## src/hdl/ramask_pkg.sv

```systemverilog
// Shared constants, types and helpers for the rounded alpha mask block.
package ramask_pkg;

   localparam int MAX_DIM    = 4096;
   localparam int POS_W      = $clog2(MAX_DIM);
   localparam int DIM_W      = POS_W + 1;
   localparam int RAD_W      = POS_W;
   localparam int DIFF_W     = DIM_W + 1;
   localparam int SQ_W       = 2 * DIM_W;
   localparam int CHAN_W     = 8;
   localparam int DEPTH_W    = 3;
   localparam int CSR_IDX_W  = 3;
   localparam int CSR_DATA_W = DIM_W;

   typedef enum logic [CSR_IDX_W-1:0] {
      CSR_MASK_MODE     = 3'd0,
      CSR_IMAGE_WIDTH   = 3'd1,
      CSR_IMAGE_HEIGHT  = 3'd2,
      CSR_CORNER_RADIUS = 3'd3,
      CSR_SOURCE_DEPTH  = 3'd4
   } csr_index_type;

   localparam logic MODE_CIRCLE  = 1'b0;
   localparam logic MODE_ROUNDED = 1'b1;

   localparam logic [DEPTH_W-1:0] DEPTH_GREY = 3'd1;
   localparam logic [DEPTH_W-1:0] DEPTH_RGB  = 3'd3;
   localparam logic [DEPTH_W-1:0] DEPTH_RGBA = 3'd4;

   localparam logic [CHAN_W-1:0] ALPHA_OPAQUE = 8'hFF;
   localparam logic [CHAN_W-1:0] ALPHA_CLEAR  = 8'h00;

   localparam logic [DIM_W-1:0]   MAX_DIM_V    = DIM_W'(MAX_DIM);
   localparam logic [DIM_W-1:0]   RST_WIDTH    = DIM_W'(64);
   localparam logic [DIM_W-1:0]   RST_HEIGHT   = DIM_W'(64);
   localparam logic [DIM_W-1:0]   RST_CORNER   = DIM_W'(8);
   localparam logic [DEPTH_W-1:0] RST_DEPTH    = DEPTH_RGBA;
   localparam logic               RST_MODE     = MODE_ROUNDED;

   typedef struct packed {
      logic                mode;
      logic [DIM_W-1:0]    width;
      logic [DIM_W-1:0]    height;
      logic [RAD_W-1:0]    radius;
      logic [DEPTH_W-1:0]  depth;
   } cfg_type;

   function automatic logic [DIM_W-1:0] clamp_dim(input logic [DIM_W-1:0] v);
      logic [DIM_W-1:0] r;
      if (v == '0) begin
         r = DIM_W'(1);
      end else if (v > MAX_DIM_V) begin
         r = MAX_DIM_V;
      end else begin
         r = v;
      end
      return r;
   endfunction

endpackage

```

## src/hdl/rounded_alpha_mask.sv

```systemverilog
// Top level of the rounded alpha mask: pixel stream to RGBA with a shaped alpha mask.
//
// Source pixels enter in raster order on the req_ channel (chan0..chan3) and
// each yields one RGBA pixel on the rsp_ channel, with rsp_last_pixel high on
// the final pixel of an image. A transaction moves at a clock edge where valid
// is high and stall is low; the receiver drives stall.
// An accepted request passes the input register, then the result register, to rsp_.
// Throughput is one pixel per cycle while rsp_stall is low, set by one input
// register and one result register with the distance squares between them.
// When rsp_stall holds a result, one more request still enters the input
// register; req_stall rises only when both registers are full.
// The csr_ port writes mode, width, height, corner radius and depth; csr_ready
// is always high. Write it only while no transaction is in flight.
// Synchronous reset loads the default configuration (rounded rectangle,
// 64 x 64, corner radius 8, depth 4), empties both registers and sets the
// column and row counters to zero.
module rounded_alpha_mask
   import ramask_pkg::*;
(
   input  logic                  clock,
   input  logic                  reset,
   input  logic                  req_valid,
   output logic                  req_stall,
   input  logic [CHAN_W-1:0]     req_chan0,
   input  logic [CHAN_W-1:0]     req_chan1,
   input  logic [CHAN_W-1:0]     req_chan2,
   input  logic [CHAN_W-1:0]     req_chan3,
   output logic                  rsp_valid,
   input  logic                  rsp_stall,
   output logic [CHAN_W-1:0]     rsp_out_red,
   output logic [CHAN_W-1:0]     rsp_out_green,
   output logic [CHAN_W-1:0]     rsp_out_blue,
   output logic [CHAN_W-1:0]     rsp_out_alpha,
   output logic                  rsp_last_pixel,
   input  logic                  csr_valid,
   output logic                  csr_ready,
   input  logic [CSR_IDX_W-1:0]  csr_index,
   input  logic [CSR_DATA_W-1:0] csr_data
);

   typedef struct packed {
      logic [CHAN_W-1:0] red;
      logic [CHAN_W-1:0] green;
      logic [CHAN_W-1:0] blue;
      logic [CHAN_W-1:0] alpha;
      logic              last;
      logic              need_test;
      logic [DIM_W-1:0]  dist_x;
      logic [DIM_W-1:0]  dist_y;
      logic [RAD_W-1:0]  radius;
   } stage_type;

   cfg_type               cfg;

   logic                  s1_valid_ff, s1_valid_in;
   stage_type             s1_ff, s1_in;
   logic                  s2_valid_ff, s2_valid_in;
   logic [CHAN_W-1:0]     red_ff, red_in;
   logic [CHAN_W-1:0]     green_ff, green_in;
   logic [CHAN_W-1:0]     blue_ff, blue_in;
   logic [CHAN_W-1:0]     alpha_ff, alpha_in;
   logic                  last_ff, last_in;
   logic [POS_W-1:0]      column_ff, column_in;
   logic [POS_W-1:0]      row_ff, row_in;

   logic                  s2_load;
   logic                  req_take;
   logic                  in_mask;

   logic signed [DIFF_W-1:0] x_s, y_s, w_s, h_s, r_s;
   logic signed [DIFF_W-1:0] cx_s, cy_s, dx_s, dy_s;
   logic                  left, right, top, bottom;
   logic                  row_end, pix_last;

   ramask_csr u_csr (
      .clock     (clock),
      .reset     (reset),
      .csr_valid (csr_valid),
      .csr_ready (csr_ready),
      .csr_index (csr_index),
      .csr_data  (csr_data),
      .cfg       (cfg)
   );

   assign s2_load   = s1_valid_ff && (!s2_valid_ff || !rsp_stall);
   assign req_stall = s1_valid_ff && !s2_load;
   assign req_take  = req_valid && !req_stall;

   always_comb begin
      x_s    = signed'({{(DIFF_W-POS_W){1'b0}}, column_ff});
      y_s    = signed'({{(DIFF_W-POS_W){1'b0}}, row_ff});
      w_s    = signed'({{(DIFF_W-DIM_W){1'b0}}, cfg.width});
      h_s    = signed'({{(DIFF_W-DIM_W){1'b0}}, cfg.height});
      r_s    = signed'({{(DIFF_W-RAD_W){1'b0}}, cfg.radius});
      left   = x_s < r_s;
      right  = x_s >= (w_s - r_s);
      top    = y_s < r_s;
      bottom = y_s >= (h_s - r_s);
      if (cfg.mode == MODE_CIRCLE) begin
         cx_s = r_s;
         cy_s = r_s;
      end else begin
         cx_s = left ? r_s : (w_s - r_s - DIFF_W'(1));
         cy_s = top ? r_s : (h_s - r_s - DIFF_W'(1));
      end
      dx_s = x_s - cx_s;
      dy_s = y_s - cy_s;

      row_end  = x_s >= (w_s - DIFF_W'(1));
      pix_last = row_end && (y_s >= (h_s - DIFF_W'(1)));

      s1_in.dist_x    = dx_s[DIFF_W-1] ? DIM_W'(-dx_s) : DIM_W'(dx_s);
      s1_in.dist_y    = dy_s[DIFF_W-1] ? DIM_W'(-dy_s) : DIM_W'(dy_s);
      s1_in.radius    = cfg.radius;
      s1_in.last      = pix_last;
      s1_in.need_test = (cfg.mode == MODE_CIRCLE) ||
                        ((left || right) && (top || bottom));

      if (cfg.depth >= DEPTH_RGB) begin
         s1_in.red   = req_chan0;
         s1_in.green = req_chan1;
         s1_in.blue  = req_chan2;
      end else if (cfg.depth == DEPTH_GREY) begin
         s1_in.red   = req_chan0;
         s1_in.green = req_chan0;
         s1_in.blue  = req_chan0;
      end else begin
         s1_in.red   = '0;
         s1_in.green = '0;
         s1_in.blue  = '0;
      end
      s1_in.alpha = (cfg.depth == DEPTH_RGBA) ? req_chan3 : ALPHA_OPAQUE;
   end

   always_comb begin
      column_in = column_ff;
      row_in    = row_ff;
      if (req_take) begin
         if (row_end) begin
            column_in = '0;
            row_in    = pix_last ? '0 : row_ff + POS_W'(1);
         end else begin
            column_in = column_ff + POS_W'(1);
         end
      end
      s1_valid_in = (!s1_valid_ff || s2_load) ? req_valid : s1_valid_ff;
      s2_valid_in = (!s2_valid_ff || !rsp_stall) ? s1_valid_ff : s2_valid_ff;
   end

   ramask_dist u_dist (
      .need_test (s1_ff.need_test),
      .dist_x    (s1_ff.dist_x),
      .dist_y    (s1_ff.dist_y),
      .radius    (s1_ff.radius),
      .in_mask   (in_mask)
   );

   always_comb begin
      red_in   = s1_ff.red;
      green_in = s1_ff.green;
      blue_in  = s1_ff.blue;
      alpha_in = in_mask ? s1_ff.alpha : ALPHA_CLEAR;
      last_in  = s1_ff.last;
   end

   always_ff @(posedge clock) begin
      if (reset) begin
         s1_valid_ff <= 1'b0;
         s2_valid_ff <= 1'b0;
         column_ff   <= '0;
         row_ff      <= '0;
      end else begin
         s1_valid_ff <= s1_valid_in;
         s2_valid_ff <= s2_valid_in;
         column_ff   <= column_in;
         row_ff      <= row_in;
      end
   end

   always_ff @(posedge clock) begin
      if (req_take) begin
         s1_ff <= s1_in;
      end
      if (s2_load) begin
         red_ff   <= red_in;
         green_ff <= green_in;
         blue_ff  <= blue_in;
         alpha_ff <= alpha_in;
         last_ff  <= last_in;
      end
   end

   assign rsp_valid      = s2_valid_ff;
   assign rsp_out_red    = red_ff;
   assign rsp_out_green  = green_ff;
   assign rsp_out_blue   = blue_ff;
   assign rsp_out_alpha  = alpha_ff;
   assign rsp_last_pixel = last_ff;

`ifndef SYNTH
   a_wrap: assert property (@(posedge clock) disable iff (reset)
      (req_take && pix_last) |=> (column_ff == '0 && row_ff == '0))
      else $error("counters did not wrap after the last pixel");

   a_full: assert property (@(posedge clock) disable iff (reset)
      (s1_valid_ff && s2_valid_ff && rsp_stall) |-> req_stall)
      else $error("request taken while both registers are full");

   a_advance: assert property (@(posedge clock) disable iff (reset)
      s2_load |=> rsp_valid)
      else $error("result register load lost");

   a_mask: assert property (@(posedge clock) disable iff (reset)
      (s2_load && !in_mask) |=> (rsp_out_alpha == ALPHA_CLEAR))
      else $error("alpha not cleared outside the mask");

   a_reset: assert property (@(posedge clock)
      reset |=> (!rsp_valid && !s1_valid_ff && column_ff == '0 && row_ff == '0))
      else $error("state not cleared by reset");
`endif

endmodule

```

## src/hdl/ramask_csr.sv

```systemverilog
// Configuration registers and derived geometry for the alpha mask.
module ramask_csr
   import ramask_pkg::*;
(
   input  logic                  clock,
   input  logic                  reset,
   input  logic                  csr_valid,
   output logic                  csr_ready,
   input  logic [CSR_IDX_W-1:0]  csr_index,
   input  logic [CSR_DATA_W-1:0] csr_data,
   output cfg_type               cfg
);

   logic                mode_ff,   mode_in;
   logic [DIM_W-1:0]    width_ff,  width_in;
   logic [DIM_W-1:0]    height_ff, height_in;
   logic [DIM_W-1:0]    corner_ff, corner_in;
   logic [DEPTH_W-1:0]  depth_ff,  depth_in;

   logic [DIM_W-1:0]    w_clamp;
   logic [DIM_W-1:0]    h_clamp;
   logic [DIM_W-1:0]    side_min;
   logic [DIM_W-1:0]    corner_lim;
   logic [DIM_W-1:0]    corner_use;

   assign csr_ready = 1'b1;

   always_comb begin
      mode_in   = mode_ff;
      width_in  = width_ff;
      height_in = height_ff;
      corner_in = corner_ff;
      depth_in  = depth_ff;
      if (csr_valid) begin
         unique case (csr_index_type'(csr_index))
            CSR_MASK_MODE:     mode_in   = csr_data[0];
            CSR_IMAGE_WIDTH:   width_in  = csr_data;
            CSR_IMAGE_HEIGHT:  height_in = csr_data;
            CSR_CORNER_RADIUS: corner_in = csr_data;
            CSR_SOURCE_DEPTH:  depth_in  = csr_data[DEPTH_W-1:0];
            default: ;
         endcase
      end
   end

   always_ff @(posedge clock) begin
      if (reset) begin
         mode_ff   <= RST_MODE;
         width_ff  <= RST_WIDTH;
         height_ff <= RST_HEIGHT;
         corner_ff <= RST_CORNER;
         depth_ff  <= RST_DEPTH;
      end else begin
         mode_ff   <= mode_in;
         width_ff  <= width_in;
         height_ff <= height_in;
         corner_ff <= corner_in;
         depth_ff  <= depth_in;
      end
   end

   always_comb begin
      w_clamp    = clamp_dim(width_ff);
      h_clamp    = clamp_dim(height_ff);
      side_min   = (w_clamp < h_clamp) ? w_clamp : h_clamp;
      corner_lim = side_min >> 1;
      corner_use = (corner_ff > corner_lim) ? corner_lim : corner_ff;
      cfg.mode   = mode_ff;
      cfg.width  = w_clamp;
      cfg.depth  = depth_ff;
      if (mode_ff == MODE_CIRCLE) begin
         cfg.height = w_clamp;
         cfg.radius = w_clamp[DIM_W-1:1];
      end else begin
         cfg.height = h_clamp;
         cfg.radius = corner_use[RAD_W-1:0];
      end
   end

endmodule

```

## src/hdl/ramask_dist.sv

```systemverilog
// Squared-distance compare against the mask radius.
module ramask_dist
   import ramask_pkg::*;
(
   input  logic             need_test,
   input  logic [DIM_W-1:0] dist_x,
   input  logic [DIM_W-1:0] dist_y,
   input  logic [RAD_W-1:0] radius,
   output logic             in_mask
);

   logic [SQ_W-1:0]    x_sq;
   logic [SQ_W-1:0]    y_sq;
   logic [SQ_W:0]      dist_sq;
   logic [2*RAD_W-1:0] rad_sq;

   always_comb begin
      x_sq    = dist_x * dist_x;
      y_sq    = dist_y * dist_y;
      rad_sq  = radius * radius;
      dist_sq = {1'b0, x_sq} + {1'b0, y_sq};
      in_mask = !need_test || (dist_sq <= (SQ_W+1)'(rad_sq));
   end

endmodule
```

## config.mk

```make
export PLATFORM = sky130hd
export DESIGN_NAME = rounded_alpha_mask
export DESIGN_NICKNAME = d
export VERILOG_FILES = /design/src/hdl/ramask_pkg.sv /design/src/hdl/rounded_alpha_mask.sv /design/src/hdl/ramask_csr.sv /design/src/hdl/ramask_dist.sv
export SDC_FILE = /design/constraint.sdc
export NUM_CORES = 2
export LEC_CHECK = 0
export BUFFER_PORTS_ARGS = -buffer_cell sky130_fd_sc_hd__clkbuf_2
export CAP_MARGIN = 20
export CORE_UTILIZATION = 35
export CTS_CLUSTER_DIAMETER = 120
export DETAILED_ROUTE_END_ITERATION = 7
export MAX_ROUTING_LAYER = met4
export PLACE_DENSITY = 0.56
export SETUP_SLACK_MARGIN = 0.05
export SYNTH_ARGS = -nofsm -noshare
export SYNTH_HDL_FRONTEND = slang
export SYNTH_SLANG_ARGS = --single-unit
```

## constraint.sdc

```tcl
create_clock -name clock -period 23 [get_ports clock]
set_clock_uncertainty 0.1 [all_clocks]
set_input_delay 1.15 -clock clock [delete_from_list [all_inputs] [get_ports clock]]
set_output_delay 1.15 -clock clock [all_outputs]
set_load 0.05 [all_outputs]
```

==> flow_metrics.env <==
export IMPL_outcome="complete, no violations"
export IMPL_dr_pass1_iters=5
export IMPL_finalCriticalPeriod_ns=12.40
export IMPL_hold_viol=0
export IMPL_cts_resized=0
export IMPL_grt_max_degree=66
export IMPL_wl_met2_mm=33.7
export IMPL_rsz0062_at_grt="no"
export IMPL_synth_xor_area_share_pct=5.69
export IMPL_avgSynthCellArea_um2=9.13
export IMPL_tightest_slew_ns=1.22
export IMPL_final_nets=3707
export IMPL_dr_wl_met3_mm=2.45
export IMPL_synth_largest_area_cell="fa_1"
export IMPL_criticalPathCategory="flip-flop to flip-flop"
export IMPL_yosysSeqAreaShare_pct=16.7
export IMPL_most_common_layout_cells="470 x inv_1, 328 x fa_1, 328 x ha_1"
export IMPL_dr_first_iter_drc_count=1152
export IMPL_wl_mm=70.9
export IMPL_synthAdderAreaFrac_pct=39.5
export IMPL_critical_path_max_stage_delay_ns=1.00
export IMPL_cts_made_buffers=17
export IMPL_drc=0
export IMPL_grt_pass1_vias=20800
export IMPL_tns_ns=0
export IMPL_grt_usage_pct=19.2
export IMPL_yosys_area_share_simple_pct=15.9
export IMPL_h_tree_depth=4
export IMPL_cts_path_max_buffers=2
export IMPL_syn_nets=3682
export IMPL_drv_slew=0
export IMPL_ys_ff_latch=174
export IMPL_synth_edf_count=105
export IMPL_antenna_found_initial=0
export IMPL_synth_top_family_by_area="adder cells"
export IMPL_critPathLaunchType="flip-flop"
export IMPL_area_growth_pct=7.61
export IMPL_io_pin_count=89
export IMPL_overflow=0
export IMPL_cts_tree="yes"
export IMPL_setup_violations=0
export IMPL_num_fill_cells=7881
export IMPL_timing_fmax_mhz=80.7
export IMPL_postCtsSetupBuffers=0
export IMPL_drive_gt1_share_pct=6.81
export IMPL_synth_cell_types=104
export IMPL_async_flop_share_pct=0
export IMPL_yosysWarnings=0
export IMPL_netlist_area_mm2=0.0271
export IMPL_wl_per_cell_um=17.5
export IMPL_gp_congestion=0.951
export IMPL_setup_worst_path_end_class="flip-flop"
export IMPL_worstPathRequired_ns=23.11
export IMPL_synth_area_top_cells="fa_1 24%, ha_1 15%, edfxtp_1 12%"
export IMPL_top_layer="met4"
export IMPL_ant_nets=0
export IMPL_clk_pin_slew_ns=0.08
export IMPL_chipWidth_um=280
export IMPL_layout_commonest_cell="inv_1"
export IMPL_crit_arrival_ns=12.51
export IMPL_min_path_type="flip-flop to flip-flop"
export IMPL_clk_latency_ns=0.47
export IMPL_synthMuxAreaShare_pct=0.650
export IMPL_worstPathMaxFanout=22
export IMPL_core_area_mm2=0.0763
export IMPL_cts_sinks=174
export IMPL_slowest_stage="a221oi_2"
export IMPL_dpl_hpwl_mm=57.8
export IMPL_via_count=20300
export IMPL_relSlewSlack_pct=18.6
export IMPL_portBuffers=87
export IMPL_synth_top_area_share_pct=24.2
export IMPL_dieArea_mm2=0.0787
export IMPL_synth_compound_area_share_pct=13.4
export IMPL_initial_core_util_pct=35.6
export IMPL_num_rows=101
export IMPL_chipHeight_um=280
export IMPL_yosys_most_used_dff="edfxtp_1"
export IMPL_grt_pass1_wl_mm=115
export IMPL_synthCells=2973
export IMPL_wl_met1_mm=33.3
export IMPL_cts_hold_buf=0
export IMPL_placedInstanceArea_mm2=0.0286
export IMPL_cts_root_buf="clkbuf_16"
export IMPL_postLayoutCellArea_mm2=0.0292
export IMPL_min_period_over_period_pct=53.9
export IMPL_maxCapViolations=0
export IMPL_viasPerCell=5.01
[flip-flops by register name, summed over array words and instances (netlist names), 3 cells and up]
name,count
u_csr.width_ff,13
column_ff,12
rsp_out_red,8
u_csr.height_ff,13
rsp_out_alpha,8
rsp_out_blue,8
red_in,8
u_csr.depth_ff,3
row_ff,12
s1_ff,47
u_csr.corner_ff,13
rsp_out_green,8
blue_in,8
green_in,8
[synthesized netlist by cell type, types with 56 or more instances]
cell and number:
nor2_1 147, o21ai_0 67, ha_1 328, fa_1 328, clkbuf_1 85, edfxtp_1 105, xnor2_1 117, a21oi_1 173
a21o_1 56, and2_1 168, nand2_1 248, dfxtp_1 69, inv_1 470
[kinds of logic (layout without fill, tap and decap cells)]
group / after synthesis / in the layout
multiplexers: 17 / 17
adder cells (fa/ha/maj): 660 / 660
flip-flops: 174 / 174
AO/OA/AOI/OAI: 532 / 532
XOR/XNOR: 174 / 174
buffers and inverters: 580 / 618
other: 2 / 4
AND/OR/NAND/NOR: 834 / 834
[metrics by stage]
step | hold slack, ns | std cells | setup slack (ns) | utilization [%]
2_1_floorplan | 0.300 | 2973 | 12.52 | -
3_3_place_gp | 0.301 | 4006 | 11.01 | 37.5
3_5_place_dp | 0.305 | 4007 | 10.81 | 37.5
4_1_cts | 0.321 | 4039 | 10.76 | 38.2
5_1_grt | 0.327 | 4041 | 9.63 | 38.3
6_report | 0.321 | 4043 | 10.60 | 38.3
[final timing paths]
check | from | to | slack [ns] | cells after the start
max reg2reg | u_csr.width_ff[12] | s1_ff[37] | 10.60 | 50
max | u_csr.width_ff[12] | s1_ff[37] | 10.60 | 50
min reg2reg | green_in[7] | rsp_out_green[7] | 0.32 | 0
min | green_in[7] | rsp_out_green[7] | 0.32 | 0
[critical path, delay by kind of cell, from the launching register on]
kind	cells	cell delay (ns)
multiplexers	1	0.21
AND/OR/NAND/NOR	17	3.43
flip-flops	1	0.53
AO/OA/AOI/OAI	20	5.35
XOR/XNOR	1	0.22
buffers and inverters	7	1.12
adder cells (fa/ha/maj)	4	1.14
[cell type report]
cell class,instances,area (um2),area share [%]
multi-input cells,2219,20400,69.9
flip-flops and latches,174,4540,15.5
inverters,478,1800,6.15
well taps,1030,1290,4.41
repair buffers,108,606,2.07
clock buffers,20,457,1.56
clock inverters,12,119,0.407
diodes,2,5.00,0.0171
[metal layers]
| layer | GRT usage [%] | vias to the layer above |
|---|---|---|
| met5 | - | - |
| met4 | 4.76 | 0 |
| met3 | 1.52 | 64 |
| met2 | 31.7 | 407 |
| met1 | 25.5 | 9855 |
| li1 | - | 9938 |
Power is not shown: default switching activity piles up to over one toggle a cycle in this logic, so the estimate is an artifact.
